### config.mk
export PLATFORM = sky130hd
export DESIGN_NAME = content_length_deframer_flat
export DESIGN_NICKNAME = d
export VERILOG_FILES = /design/src/hdl/clcd_pkg.sv /design/src/hdl/clcd_in_if.sv /design/src/hdl/clcd_out_if.sv /design/src/hdl/clcd_parse.sv /design/src/hdl/content_length_deframer.sv /design/src/flat_wrapper.sv
export SDC_FILE = /design/constraint.sdc
export NUM_CORES = 1
export LEC_CHECK = 0
export BUFFER_PORTS_ARGS = -buffer_cell sky130_fd_sc_hd__buf_2
export CAP_MARGIN = 20
export CORE_MARGIN = 10
export CORE_UTILIZATION = 60
export CTS_BUF_LIST = sky130_fd_sc_hd__clkbuf_4
export CTS_CLUSTER_DIAMETER = 80
export DETAILED_ROUTE_END_ITERATION = 10
export PLACE_DENSITY = 0.77
export SLEW_MARGIN = 15
export SYNTH_ARGS = -nofsm -noshare
export SYNTH_HDL_FRONTEND = slang
export SYNTH_SLANG_ARGS = --single-unit
export TNS_END_PERCENT = 30
### constraint.sdc
create_clock -name clk -period 7.4 [get_ports clk]
set_clock_uncertainty 0.1 [all_clocks]
set_input_delay 1.48 -clock clk [delete_from_list [all_inputs] [get_ports clk]]
set_output_delay 1.48 -clock clk [all_outputs]
set_load 0.1 [all_outputs]
### src/hdl/clcd_pkg.sv
// Shared constants, codes and result type for the content-length deframer.
// No dependencies; imported by every module of the block, not by the interfaces.
package clcd_pkg;

  localparam int LEN_BITS_DEF = 24;

  localparam logic [7:0] CH_CR    = 8'h0D;
  localparam logic [7:0] CH_LF    = 8'h0A;
  localparam logic [7:0] CH_COLON = 8'h3A;
  localparam logic [7:0] CH_SPACE = 8'h20;
  localparam logic [7:0] CH_TAB   = 8'h09;
  localparam logic [7:0] CH_ZERO  = 8'h30;
  localparam logic [7:0] CH_NINE  = 8'h39;
  localparam logic [7:0] CH_UPPER_A = 8'h41;
  localparam logic [7:0] CH_UPPER_Z = 8'h5A;

  localparam logic [3:0] KEY_LEN = 4'd14;

  // Progress through CR LF CR LF
  localparam logic [1:0] TM_NONE   = 2'd0;
  localparam logic [1:0] TM_CR     = 2'd1;
  localparam logic [1:0] TM_CRLF   = 2'd2;
  localparam logic [1:0] TM_CRLFCR = 2'd3;

  // Where the current header line stands
  localparam logic [1:0] PH_KEY    = 2'd0;
  localparam logic [1:0] PH_BLANK  = 2'd1;
  localparam logic [1:0] PH_DIGITS = 2'd2;
  localparam logic [1:0] PH_DONE   = 2'd3;

  localparam logic [1:0] KIND_BODY  = 2'd0;
  localparam logic [1:0] KIND_EMPTY = 2'd1;
  localparam logic [1:0] KIND_ERROR = 2'd2;

  typedef struct packed {
    logic [7:0] out_byte;
    logic [1:0] kind;
    logic       last;
  } res_t;

  // Lower-case key text, one character per position
  function automatic logic [7:0] key_char(input logic [3:0] idx);
    logic [7:0] c;
    begin
      case (idx)
        4'd0:    c = 8'h63; // c
        4'd1:    c = 8'h6F; // o
        4'd2:    c = 8'h6E; // n
        4'd3:    c = 8'h74; // t
        4'd4:    c = 8'h65; // e
        4'd5:    c = 8'h6E; // n
        4'd6:    c = 8'h74; // t
        4'd7:    c = 8'h2D; // -
        4'd8:    c = 8'h6C; // l
        4'd9:    c = 8'h65; // e
        4'd10:   c = 8'h6E; // n
        4'd11:   c = 8'h67; // g
        4'd12:   c = 8'h74; // t
        4'd13:   c = 8'h68; // h
        default: c = 8'h00;
      endcase
      return c;
    end
  endfunction

endpackage

### src/hdl/clcd_in_if.sv
// Input byte channel of the content-length deframer: valid/ready plus raw byte.
// Depends on nothing beyond the language.
interface clcd_in_if;
  logic       valid;
  logic       ready;
  logic [7:0] in_byte;

  modport source (output valid, output in_byte, input ready);
  modport sink   (input valid, input in_byte, output ready);
endinterface

### src/hdl/clcd_out_if.sv
// Result channel of the content-length deframer: valid/ready plus byte, kind, last.
// Depends on nothing beyond the language.
interface clcd_out_if;
  logic       valid;
  logic       ready;
  logic [7:0] out_byte;
  logic [1:0] kind;
  logic       last;

  modport source (output valid, output out_byte, output kind, output last, input ready);
  modport sink   (input valid, input out_byte, input kind, input last, output ready);
endinterface

### src/hdl/clcd_parse.sv
// Header parser and body counter: holds all framing state, gives at most one
// result per stepped byte. Depends on clcd_pkg.
module clcd_parse #(
  parameter int LEN_BITS = clcd_pkg::LEN_BITS_DEF
) (
  input  logic              clk,
  input  logic              rst,
  input  logic              step,
  input  logic [7:0]        in_byte,
  output logic              res_valid,
  output clcd_pkg::res_t    res
);
  import clcd_pkg::*;

  typedef struct packed {
    logic [3:0]          kpos;
    logic                kmis;
    logic [1:0]          phase;
    logic [LEN_BITS-1:0] accum;
    logic [LEN_BITS-1:0] flen;
    logic                lerr;
  } hdr_t;

  logic                in_body, in_body_next;
  logic [1:0]          tm, tm_next;
  hdr_t                hdr, hdr_next;
  logic [LEN_BITS-1:0] bytes_left, bytes_left_next;

  function automatic logic key_ok(input hdr_t s);
    return !s.kmis && (s.kpos == KEY_LEN);
  endfunction

  function automatic hdr_t line_char(input hdr_t s, input logic [7:0] c);
    hdr_t                r;
    logic                digit;
    logic [3:0]          d;
    logic [7:0]          lc;
    logic [LEN_BITS+3:0] v;
    begin
      r     = s;
      digit = (c >= CH_ZERO) && (c <= CH_NINE);
      d     = 4'(c - CH_ZERO);
      lc    = ((c >= CH_UPPER_A) && (c <= CH_UPPER_Z)) ? c + 8'd32 : c;
      v     = ({4'd0, s.accum} << 3) + ({4'd0, s.accum} << 1)
              + {{LEN_BITS{1'b0}}, d};
      case (s.phase)
        PH_KEY: begin
          if (c == CH_COLON) begin
            r.phase = PH_BLANK;
          end else if (s.kpos < KEY_LEN && lc == key_char(s.kpos)) begin
            r.kpos = s.kpos + 4'd1;
          end else begin
            r.kmis = 1'b1;
          end
        end
        PH_BLANK: begin
          if (c == CH_SPACE || c == CH_TAB) begin
            r.phase = PH_BLANK;
          end else if (digit) begin
            r.accum = {{(LEN_BITS-4){1'b0}}, d};
            r.phase = PH_DIGITS;
          end else begin
            if (key_ok(s)) r.lerr = 1'b1;
            r.phase = PH_DONE;
          end
        end
        PH_DIGITS: begin
          if (digit) begin
            // overflow past the length range
            if (v[LEN_BITS+3:LEN_BITS] != 4'd0) begin
              if (key_ok(s)) r.lerr = 1'b1;
              r.phase = PH_DONE;
            end else begin
              r.accum = v[LEN_BITS-1:0];
            end
          end else begin
            if (key_ok(s)) r.flen = s.accum;
            r.phase = PH_DONE;
          end
        end
        default: r = s;
      endcase
      return r;
    end
  endfunction

  function automatic hdr_t line_end(input hdr_t s);
    hdr_t r;
    begin
      r = s;
      if (key_ok(s)) begin
        if (s.phase == PH_BLANK) r.lerr = 1'b1;
        else if (s.phase == PH_DIGITS) r.flen = s.accum;
      end
      r.kpos  = '0;
      r.kmis  = 1'b0;
      r.phase = PH_KEY;
      r.accum = '0;
      return r;
    end
  endfunction

  always_comb begin
    hdr_t h;
    h               = hdr;
    hdr_next        = hdr;
    tm_next         = tm;
    in_body_next    = in_body;
    bytes_left_next = bytes_left;
    res_valid       = 1'b0;
    res             = '0;
    if (in_body) begin
      bytes_left_next = bytes_left - LEN_BITS'(1);
      res_valid       = 1'b1;
      res.out_byte    = in_byte;
      res.kind        = KIND_BODY;
      res.last        = (bytes_left == LEN_BITS'(1));
      if (bytes_left == LEN_BITS'(1)) in_body_next = 1'b0;
    end else begin
      unique case (tm)
        TM_CR, TM_CRLFCR: begin
          if (in_byte == CH_LF) begin
            h = line_end(hdr);
            if (tm == TM_CRLFCR) begin
              // end of header block: emit marker or open the body
              tm_next  = TM_NONE;
              hdr_next = '0;
              if (h.lerr) begin
                res_valid = 1'b1;
                res.kind  = KIND_ERROR;
                res.last  = 1'b1;
              end else if (h.flen == '0) begin
                res_valid = 1'b1;
                res.kind  = KIND_EMPTY;
                res.last  = 1'b1;
              end else begin
                in_body_next    = 1'b1;
                bytes_left_next = h.flen;
              end
            end else begin
              tm_next  = TM_CRLF;
              hdr_next = h;
            end
          end else begin
            // lone CR counts as a line byte
            h = line_char(hdr, CH_CR);
            if (in_byte == CH_CR) begin
              tm_next = TM_CR;
            end else begin
              h       = line_char(h, in_byte);
              tm_next = TM_NONE;
            end
            hdr_next = h;
          end
        end
        TM_CRLF: begin
          if (in_byte == CH_CR) begin
            tm_next = TM_CRLFCR;
          end else begin
            hdr_next = line_char(hdr, in_byte);
            tm_next  = TM_NONE;
          end
        end
        default: begin
          if (in_byte == CH_CR) begin
            tm_next = TM_CR;
          end else begin
            hdr_next = line_char(hdr, in_byte);
            tm_next  = TM_NONE;
          end
        end
      endcase
    end
  end

  always_ff @(posedge clk) begin
    if (rst) begin
      in_body    <= 1'b0;
      tm         <= TM_NONE;
      hdr        <= '0;
      bytes_left <= '0;
    end else if (step) begin
      in_body    <= in_body_next;
      tm         <= tm_next;
      hdr        <= hdr_next;
      bytes_left <= bytes_left_next;
    end
  end

endmodule

### src/hdl/content_length_deframer.sv
// Content-length deframer: splits a framed byte stream into body bytes and markers.
// The result of an input transfer stands in the output register in the cycle after it.
// Throughput: one byte per cycle; the next byte is taken while a result waits,
// provided the output register is free or being drained in the same cycle.
// Reset (synchronous, rst high) returns to header parsing with no length seen.
// Depends on clcd_pkg, clcd_in_if, clcd_out_if and clcd_parse.
module content_length_deframer #(
  parameter int LEN_BITS = clcd_pkg::LEN_BITS_DEF
) (
  input  logic       clk,
  input  logic       rst,
  clcd_in_if.sink    in_stream,
  clcd_out_if.source out_stream
);
  import clcd_pkg::*;

  logic step;
  logic res_valid;
  res_t res;
  logic out_valid;
  res_t out_reg;

  assign in_stream.ready = !out_valid || out_stream.ready;
  assign step            = in_stream.valid && in_stream.ready;

  clcd_parse #(.LEN_BITS(LEN_BITS)) u_parse (
    .clk       (clk),
    .rst       (rst),
    .step      (step),
    .in_byte   (in_stream.in_byte),
    .res_valid (res_valid),
    .res       (res)
  );

  always_ff @(posedge clk) begin
    if (rst) begin
      out_valid <= 1'b0;
    end else if (step) begin
      out_valid <= res_valid;
    end else if (out_stream.ready) begin
      out_valid <= 1'b0;
    end
  end

  always_ff @(posedge clk) begin
    if (step && res_valid) begin
      out_reg <= res;
    end
  end

  assign out_stream.valid    = out_valid;
  assign out_stream.out_byte = out_reg.out_byte;
  assign out_stream.kind     = out_reg.kind;
  assign out_stream.last     = out_reg.last;

endmodule
### src/flat_wrapper.sv
// flat-port wrapper written by rule: the top's interface ports become plain ports
module content_length_deframer_flat import clcd_pkg::*;
#(
  parameter int LEN_BITS = clcd_pkg::LEN_BITS_DEF
)
  (clk, rst, in_stream_valid, in_stream_in_byte, in_stream_ready, out_stream_valid, out_stream_out_byte, out_stream_kind, out_stream_last, out_stream_ready);
  clcd_in_if in_stream_i ();
  clcd_out_if out_stream_i ();
  input  logic clk;
  input  logic rst;
  input wire logic [$bits(in_stream_i.valid)-1:0] in_stream_valid;
  input wire logic [$bits(in_stream_i.in_byte)-1:0] in_stream_in_byte;
  output wire logic [$bits(in_stream_i.ready)-1:0] in_stream_ready;
  output wire logic [$bits(out_stream_i.valid)-1:0] out_stream_valid;
  output wire logic [$bits(out_stream_i.out_byte)-1:0] out_stream_out_byte;
  output wire logic [$bits(out_stream_i.kind)-1:0] out_stream_kind;
  output wire logic [$bits(out_stream_i.last)-1:0] out_stream_last;
  input wire logic [$bits(out_stream_i.ready)-1:0] out_stream_ready;
  assign in_stream_i.valid = in_stream_valid;
  assign in_stream_i.in_byte = in_stream_in_byte;
  assign in_stream_ready = in_stream_i.ready;
  assign out_stream_valid = out_stream_i.valid;
  assign out_stream_out_byte = out_stream_i.out_byte;
  assign out_stream_kind = out_stream_i.kind;
  assign out_stream_last = out_stream_i.last;
  assign out_stream_i.ready = out_stream_ready;
  content_length_deframer #(.LEN_BITS(LEN_BITS)) u_core (.clk(clk), .rst(rst), .in_stream(in_stream_i), .out_stream(out_stream_i));
endmodule
Yosys cells after proc, flatten, opt, wreduce, memory -nomap -nowiden --
Memory sizes are Yosys's and may differ from the RTL's. A register that Yosys moved wholly into a read port is not among the register bits. Index checks and enable logic that the tools add are counted.
Storage, ports and cells: register bits after elaboration 95, latch bits 0, bits in writable memories 0, memory bits (read-only) 448, input port bits 12, output and inout bits 13, word-level logic and storage cells 239, memories kept 4
Cells by class: add/sub/neg operators 9, $mul 0, div/mod/pow operators 0, order comparisons 6, eq/ne operators 29, shift operators 0, muxes and demuxes 137, bitwise operators 4, reductions and logical operators 36
Memories:
- (no name shown) | words 16, width 7, rd ports 1, clocked after Yosys merged registers in 1, wr ports 0, line clcd_pkg.sv:45 | case (idx)
- (no name shown) | words 16, width 7, rd ports 1, clocked after Yosys merged registers in 0, wr ports 0, line clcd_pkg.sv:45
- (no name shown) | words 16, width 7, rd ports 1, clocked after Yosys merged registers in 1, wr ports 0, line clcd_pkg.sv:45
- (no name shown) | words 16, width 7, rd ports 1, clocked after Yosys merged registers in 1, wr ports 0, line clcd_pkg.sv:45
Operators by type and width (count):
- 2-to-1 mux 24 bit | 26
- 2-to-1 mux 56 bit | 4
- 2-to-1 mux 8 bit | 21
- 2-to-1 mux 25 bit | 5
- one-hot mux 56 bit (2 select lines) | 1
- one-hot mux 24 bit (2 select lines) | 2
- adder 27 x 25 -> 28 bit | 2
- adder 28 x 4 -> 28 bit | 2
- 2-to-1 mux 5 bit | 10
- 2-to-1 mux 4 bit | 10
- 2-to-1 mux 1 bit | 37
- 2-to-1 mux 2 bit | 15
- equality test 24 x 1 -> 1 bit, second input constant | 1
- equality test 8 x 4 -> 1 bit, second input constant | 3
- equality test 8 bit | 3
- zero test 24 bit | 1
- subtractor 24 x 1 -> 24 bit, second input constant | 1
- AND reduction 10 bit | 2
- equality test 8 x 6 -> 1 bit, second input constant | 2
- != test 2 bit, second input constant | 7
- one-hot mux 2 bit (3 select lines) | 2
- logical AND 1 bit | 10
- nonzero test 2 bit | 5
- adder 4 x 1 -> 4 bit, second input constant | 2
- other kinds (29) | 47

Logic depth before layout (Yosys ltp) --
Gate-level depths: netlist of the first run. An unclocked memory read counts as a cell.
word-level depth 29, depth in mapped cells 26, depth with buffers taken out 23

Cells and area by module --
A second synthesis of the first run with hierarchy kept.
Second synthesis, totals: cell total of the unflattened synthesis 1109, area, all modules 8470.6 sq um
Modules (own cells, without submodules):
- clcd_parse | instances 1, cells each 1092, area an instance 8072.7 sq um, seq. area each 1801.7 sq um
- content_length_deframer | instances 1, cells each 17, area an instance 397.9 sq um, seq. area each 350.3 sq um

Least setup slack after synthesis of the first run --
OpenSTA, ideal clock, no wires.
path type in2reg, start point in in_stream_in_byte[3], end point reg u_core.u_parse.hdr[37] (netlist name), setup time 60 ps, data arrival time 5315 ps, data required time 7240 ps, path slack 1926 ps, stages 16, buffers on the path 1, cell sequence inv_1 -> fa_1 -> fa_1 -> nor2b_1 -> o21ai_0 -> a21boi_0 -> o21ai_0 -> a21oi_1 -> or2_2 -> a311o_1 -> a31oi_1 -> mux2i_1 -> o21ai_0 -> a31oi_1 -> clkbuf_1 -> a22o_1
On the way: cells in the longest elaborated chain, start to end 9, elaborated cells between the ends (all ways) 31, classes of those cells add/sub: 3; order compare: 2; eq/ne: 6; mux: 15; reduce/logical: 5
RTL lines:
- start: declaration | line flat_wrapper.sv:12 | input wire logic [$bits(in_stream_i.in_byte)-1:0] in_stream_in_byte;
- subtractor 4 x 1 -> 4 bit | line clcd_parse.sv:42 | d = 4'(c - CH_ZERO);
- adder 28 x 4 -> 28 bit | line clcd_parse.sv:45 | + {{LEN_BITS{1'b0}}, d};
- nonzero test 4 bit | line clcd_parse.sv:70 | if (v[LEN_BITS+3:LEN_BITS] != 4'd0) begin
- 2-to-1 mux 24 bit | line clcd_parse.sv:70
- 2-to-1 mux 24 bit | line clcd_parse.sv:68 | if (digit) begin
- one-hot mux 24 bit (2 select lines) | line clcd_parse.sv:46 | case (s.phase)
- 2-to-1 mux 56 bit | line clcd_parse.sv:147 | if (in_byte == CH_CR) begin
- 2-to-1 mux 56 bit | line clcd_parse.sv:122 | if (in_byte == CH_LF) begin
- one-hot mux 56 bit (2 select lines) | line clcd_parse.sv:120 | unique case (tm)
- end signal: assignment | line clcd_parse.sv:185 | hdr <= hdr_next;
- end: declaration | line clcd_parse.sv:26 | hdr_t hdr, hdr_next;
Several ways; a longest one is shown, not always the timed one. The select of a mux whose other input is x is not followed. A chain may end at the register's enable or synchronous reset.

Worst setup path after layout of the first run --
start point in in_stream_in_byte[3], end point reg u_core.u_parse.hdr[33] (netlist name)
Same word-level chain as after synthesis.

==> results of run 1 <==
[metrics by stage]
stage          power, mW  setup WS [ps]  hold WS (ps)
6_report            1.03           1530           405
5_1_grt             1.08           1040           425
4_1_cts             1.03           1600           399
3_5_place_dp       0.743           1090           361
3_3_place_gp       0.740           1280           353
2_1_floorplan      0.703           1930           341
[layer usage]
layer,share of wire,global-route usage
met4,0.019,0.0660
met3,0.071,0.0349
met2,0.45,0.354
met5,0,0
met1,0.46,0.315
[synth_stat cells (7+ instances only)]
cell	number	area share
a21oi_1	103	0.061
nand2_1	58	0.026
o32ai_1	7	0.0073
ha_1	69	0.10
o221ai_1	13	0.014
clkbuf_1	59	0.026
and2_1	18	0.013
o22ai_1	19	0.014
nor4_1	16	0.012
mux2_2	14	0.019
nand3_1	32	0.019
nand2b_1	12	0.0089
a211oi_1	22	0.020
o211ai_1	16	0.014
and3_1	9	0.0067
a22oi_1	14	0.013
mux2i_1	17	0.020
nand4_1	10	0.0075
or3_1	10	0.0075
nor2b_1	11	0.0082
a21o_1	19	0.017
a31oi_1	14	0.010
nor3_1	32	0.019
nor2_1	91	0.041
a22o_1	20	0.021
o21ai_0	88	0.053
xor2_1	10	0.010
xnor2_1	18	0.019
edfxtp_1	11	0.039
inv_1	37	0.017
o21a_1	7	0.0063
dfxtp_1	91	0.22
[sequential cells by signal, summed over array words and instances, names as in the netlist, named ones only]
| name | flops |
|---|---|
| u_core.u_parse.bytes_left | 24 |
| u_core.out_stream.last | 1 |
| u_core.u_parse.in_body | 1 |
| u_core.u_parse.hdr | 56 |
| u_core.out_stream.kind | 2 |
| u_core.u_parse.tm | 2 |
| u_core.out_stream.valid | 1 |
| u_core.out_stream.out_byte | 8 |
[cell type report]
cell class / instances / area share
multi-input cells: 863 / 0.671
clock inverters: 7 / 0.00764
flip-flops and latches: 102 / 0.248
repair buffers: 34 / 0.0225
well taps: 180 / 0.0259
clock buffers: 9 / 0.00778
inverters: 39 / 0.0169
[kinds of logic after synthesis]
logic type	count (synthesis)	share of synthesized area
xor+xnor	30	0.0331
buf+inv	107	0.0492
compound gates	400	0.311
simple gates	330	0.201
flops	102	0.257
mux	32	0.0418
fa+ha+maj	71	0.108
[power by group through the flow]
stage / Sequential [mW] / Combinational, mW / Clock (mW)
after CTS: 0.579 / 0.153 / 0.300
after global placement: 0.590 / 0.150 / 0
after floorplan: 0.587 / 0.116 / 0
final: 0.579 / 0.156 / 0.296
after detailed placement: 0.591 / 0.152 / 0
after global routing: 0.581 / 0.174 / 0.324
[how the worst max path moves through the flow]
stage                                   endpoint  depth (start not counted)
after floorplan           u_core.u_parse.hdr[37]                         16
after global placement    u_core.u_parse.hdr[34]                         16
after detailed placement  u_core.u_parse.hdr[34]                         16
after CTS                 u_core.u_parse.hdr[37]                         16
after global routing      u_core.u_parse.hdr[30]                         16
final                     u_core.u_parse.hdr[33]                         16
==> out/results.ini, run 1 <==
[worst_setup_path]
worst_path_dominant_cell_family=simple AND/OR/NAND/NOR gates
rr_worst_depth=22
worstPathCellList=buf_2 > inv_1 > fa_1 > fa_1 > nor2b_1 > o21ai_0 > a21boi_0 > o21ai_0 > a21oi_1 > or2_2 > a311o_1 > a31oi_1 > mux2i_1 > nor3_1 > and3_1 > a22o_1
cp.arrival_ps=6200
rrSetupSlack_ps=1720
critPathMaxFanout=20
cp_data_required_time_ps=7730
cp_slowest_cell=and3_1
r2r-start=u_core.u_parse.hdr[50]
startpoint=in_stream_in_byte[3]
path_class=input port to register
end_kind=register
worst_setup_path_start_kind=input port
worst-path-buf-inv=2
slowest_delay_ps=720

[synth]
synth_area_per_cell_um2=7.82
syn-cell-area_mm2=0.00839
synth_seq_cells=102
ys_seq_area_frac=0.257
synth-edff-count=11
yosysUniqueCellTypes=78
synthFlopType=dfxtp_1
async_flop_share=0
syn-num-nets=1155
synth-warning-count=0
synthCells=1072

[routing]
drc_errors=0
vias=8270
drt-total-wl_um=22700
drt_iter0_markers=879
viasPerCell=6.70
antenna_left=0
firstDrtPassIters=6
wl_per_cell_um=18.4

[die]
fp.dieW_um=138
rows=43
start_util=0.609
die_h_um=138
ios=25
core_mm2=0.0138
fp.dieArea_mm2=0.0191

[final_layout]
nets=1132
final_common_cell=a21oi_1
layout_common_cells=a21oi_1 (103), nor2_1 (90), dfxtp_1 (90)
seqCellArea_mm2=0.00215
final_util=0.631
instances_no_fill=1234
multiInputGateArea_mm2=0.00583
area_growth_pct=3.54
final_area_mm2=0.00868
fill_cells=1271
diodes=0
drive_gt1_frac=0.0787

[global_route]
grt_pass1_wl_um=37600
track_usage=0.227
grt_pass1_vias=7357
grt_overflow_total=0
grt_max_degree=70
antenna_found_initial=0

[cts]
cts.sinks=102
max-clock-path-buffers=2
cts_setup_buffers=0
cts_tree=done
clk_latency_ps=490
cts_hold_buf=0
h-tree-depth=3
clkSlewWorstSetupHoldPaths_ps=180
cts_buffers=9
clock-root-buffer=clkbuf_4
ctsResizeCount=0

[timing]
tightest_slew_ps=1100
max_freq_ghz=0.170
slew_headroom=0.264
fin_crit_sh=0.793
setup_tns_ps=0
drv_slew=0
setup_viol=0
rsz0062_at_grt=no
hold_violations=0
fin_crit_ps=5870

[worst_hold_path]
holdCritPathClass=register to register
min_to=u_core.u_parse.hdr[0]
hold_path_depth=1
hold_start=u_core.u_parse.hdr[0]

[power_and_ir_drop]
switching_share=0.319
p_per_area_mw_per_mm2=119
power.internal_mw=0.703
seq_power_share=0.561
ir_drop_mv=0.0709
p_switching_mw=0.329
p_clk_frac=0.287
total_leakage_power_nw=3.42
combPwrFrac=0.152

[placement]
dp_hpwl_um=16300
place.gp.congestion=0.903
io_buffers=24
placed_cell_area_mm2=0.00855
place_inst=1218

[flow_run]
maxCapViolations=0

[run_status]
status=complete, no violations

Power figures use the tool's default switching activity.
==> inputs of run 2 (changes only) <==
--- a/config.mk
+++ b/config.mk
@@ -8,11 +8,11 @@
 export BUFFER_PORTS_ARGS = -buffer_cell sky130_fd_sc_hd__buf_2
 export CAP_MARGIN = 20
 export CORE_MARGIN = 10
-export CORE_UTILIZATION = 60
+export CORE_UTILIZATION = 59
 export CTS_BUF_LIST = sky130_fd_sc_hd__clkbuf_4
 export CTS_CLUSTER_DIAMETER = 80
 export DETAILED_ROUTE_END_ITERATION = 10
-export PLACE_DENSITY = 0.77
+export PLACE_DENSITY = 0.79
 export SLEW_MARGIN = 15
 export SYNTH_ARGS = -nofsm -noshare
 export SYNTH_HDL_FRONTEND = slang
==> constraint.sdc (replaced) <==
create_clock -name clk -period 4.9 [get_ports clk]
set_clock_uncertainty 0.1 [all_clocks]
set_input_delay 0.98 -clock clk [delete_from_list [all_inputs] [get_ports clk]]
set_output_delay 0.98 -clock clk [all_outputs]
set_load 0.1 [all_outputs]
==> run 2 against run 1 <==
Against the previous run:
- first-iteration DRC count increased by 31%
- global-route usage increased by 0.53 points
- register-to-register slack lost 1600 ps
- critical path type is now register to register
==> out/results.ini, run 2 (synthesis results as in run 1) <==
[global_route]
gr-usage-met3=0.0388  ; was 0.0349
grt_pass1_wl_um=38600  ; was 37600 um
antenna_found_initial=1  ; was 0
track_usage=0.232  ; was 0.227
grt_pass1_vias=7673  ; was 7357
use_met2=0.358  ; was 0.354
grt_max_degree=66  ; was 70
grt_util_met1=0.316  ; was 0.315
grt_overflow_total=0  ; unchanged
grt.busiest_layer=met2  ; unchanged

[run_status]
status=complete, no violations  ; unchanged

[flow_run]
maxCapViolations=0  ; unchanged

[die]
fp.dieArea_mm2=0.0194  ; was 0.0191 mm^2
start_util=0.604  ; was 0.609
fp.dieW_um=139  ; was 138 um
rows=43  ; unchanged
core_mm2=0.0139  ; was 0.0138 mm^2
ios=25  ; unchanged
die_h_um=139  ; was 138 um

[power_and_ir_drop]
p_per_area_mw_per_mm2=171  ; was 119 mW/mm^2
ir_drop_mv=0.108  ; was 0.0709 mV
total_leakage_power_nw=3.68  ; was 3.42 nW

[routing]
firstDrtPassIters=6  ; unchanged
antenna_left=0  ; unchanged
wl_per_cell_um=18.5  ; was 18.4 um
drt-total-wl_um=23800  ; was 22700 um
drt_iter0_markers=1149  ; was 879
viasPerCell=6.64  ; was 6.70
vias=8546  ; was 8270
drc_errors=0  ; unchanged

[worst_setup_path]
worst_setup_path_start_kind=register  ; was input port
path_class=register to register  ; was input port to register
worst-path-buf-inv=2  ; unchanged
cp_common_cell=ha_1
cp_data_required_time_ps=5200  ; was 7730 ps
rrSetupSlack_ps=160  ; was 1720 ps
slowest_delay_ps=550  ; was 720 ps
cp.arrival_ps=5040  ; was 6200 ps
rr_worst_depth=20  ; was 22
worstPathCellList=or4b_1 > nor3_4 > xnor2_2 > inv_1 > ha_1 > a32o_1 > nor3_2 > o32ai_1 > a311oi_1 > xnor2_1 > o22ai_2 > and3b_2 > xnor2_4 > mux2i_4 > a21oi_4 > inv_2 > ha_1 > o2111ai_1 > nand2_1 > a211o_1  ; was buf_2 > inv_1 > fa_1 > fa_1 > nor2b_1 > o21ai_0 > a21boi_0 > o21ai_0 > a21oi_1 > or2_2 > a311o_1 > a31oi_1 > mux2i_1 > nor3_1 > and3_1 > a22o_1
end_kind=register  ; unchanged
worst_path_dominant_cell_family=compound AO/OA/AOI/OAI gates  ; was simple AND/OR/NAND/NOR gates
cp_slowest_cell=or4b_1  ; was and3_1
critPathMaxFanout=4  ; was 20

[timing]
hold_violations=0  ; unchanged
max_freq_ghz=0.211
setup_viol=0  ; unchanged
fin_crit_ps=4740
drv_slew=0  ; unchanged
tightest_slew_ps=744  ; was 1100 ps
fin_crit_sh=0.967
hold_slack_ps=401  ; was 405 ps
slew_headroom=0.497  ; was 0.264

[final_layout]
largest_register_ffs=56  ; unchanged
drive_gt1_frac=0.137  ; was 0.0787
layout_common_cells=a21oi_1 (101), nor2_1 (90), dfxtp_1 (88)  ; was a21oi_1 (103), nor2_1 (90), dfxtp_1 (90)
max_flop_register=u_core.u_parse.hdr  ; unchanged
final_common_cell=a21oi_1  ; unchanged
final_area_mm2=0.00920  ; was 0.00868 mm^2
nets=1184  ; was 1132
area_growth_pct=9.67  ; was 3.54%

[cts]
cts_buffers=9  ; unchanged
clk_latency_ps=520  ; was 490 ps
cts_tree=done  ; unchanged
clkSlewWorstSetupHoldPaths_ps=170  ; was 180 ps
cts_hold_buf=0  ; unchanged
h-tree-depth=3  ; unchanged
clock-root-buffer=clkbuf_4  ; unchanged
max-clock-path-buffers=2  ; unchanged
cts.sinks=102  ; unchanged

[placement]
dp_hpwl_um=17400  ; was 16300 um
placed_cell_area_mm2=0.00891  ; was 0.00855 mm^2
io_buffers=24  ; unchanged
place.gp.congestion=0.916  ; was 0.903

[worst_hold_path]
min_to=u_core.u_parse.hdr[0]  ; unchanged
holdCritPathClass=register to register  ; unchanged
hold_start=u_core.u_parse.hdr[0]  ; unchanged
hold_path_depth=1  ; unchanged

==> run 2: worst reg2reg max path: stages, from the launching register on <==
cell and delay, ps:
dfxtp_1 390, or4b_1 550, nor3_4 280, xnor2_2 160, inv_1 110, ha_1 220
a32o_1 230, nor3_2 100, o32ai_1 100, a311oi_1 370, xnor2_1 180, o22ai_2 110
and3b_2 300, xnor2_4 170, mux2i_4 200, a21oi_4 190, inv_2 70, ha_1 300
o2111ai_1 190, nand2_1 70, a211o_1 250
==> run 2: layout make-up <==
class	instances	area, um^2
clock inverters	7	66.3
flip-flops and latches	102	2160
multi-input cells	863	5950
diodes	1	2.50
inverters	39	146
well taps	180	225
repair buffers	86	586
fillers	1191	4680
clock buffers	9	67.6
==> run 2: timing repair <==
item,in CTS,in global routing
setup endpoints to repair,0,24
setup buffers,0,5
gates resized for setup,0,23
==> run 2: through the flow <==
stage	setup TNS [ps]	util	total power [mW]	std cells	worst slack, ps
detailed placement	-4090	0.642	1.13	1265	-238
CTS	0	0.652	1.56	1281	54.9
global placement	-1820	0.642	1.13	1265	-103
floorplan	-4.05	-	1.06	1072	-4.05
global route	-135	0.663	1.64	1287	-49.3
finish	0	0.663	1.57	1287	160
==> run 2: power breakdown <==
part	switching, mW	total [mW]	internal, mW
clock network	0.323	0.439	0.115
logic	0.157	0.257	0.101
registers	0.0182	0.875	0.857
total	0.498	1.57	1.07
==> run 2: layer usage <==
metal,share of wire,up-vias
li1,-,4124
met1,0.44,3993
met2,0.45,368
met3,0.076,61
met4,0.032,0
met5,0,-
==> run 2: how the worst max path moves through the flow <==
stage	cells after the start	endpoint	start
final	20	register	register
after global routing	20	register	register
after CTS	19	register	register
after detailed placement	16	u_core.u_parse.hdr[39]	in_stream_in_byte[3]
after global placement	16	u_core.u_parse.hdr[46]	in_stream_in_byte[3]
after floorplan	21	register	register
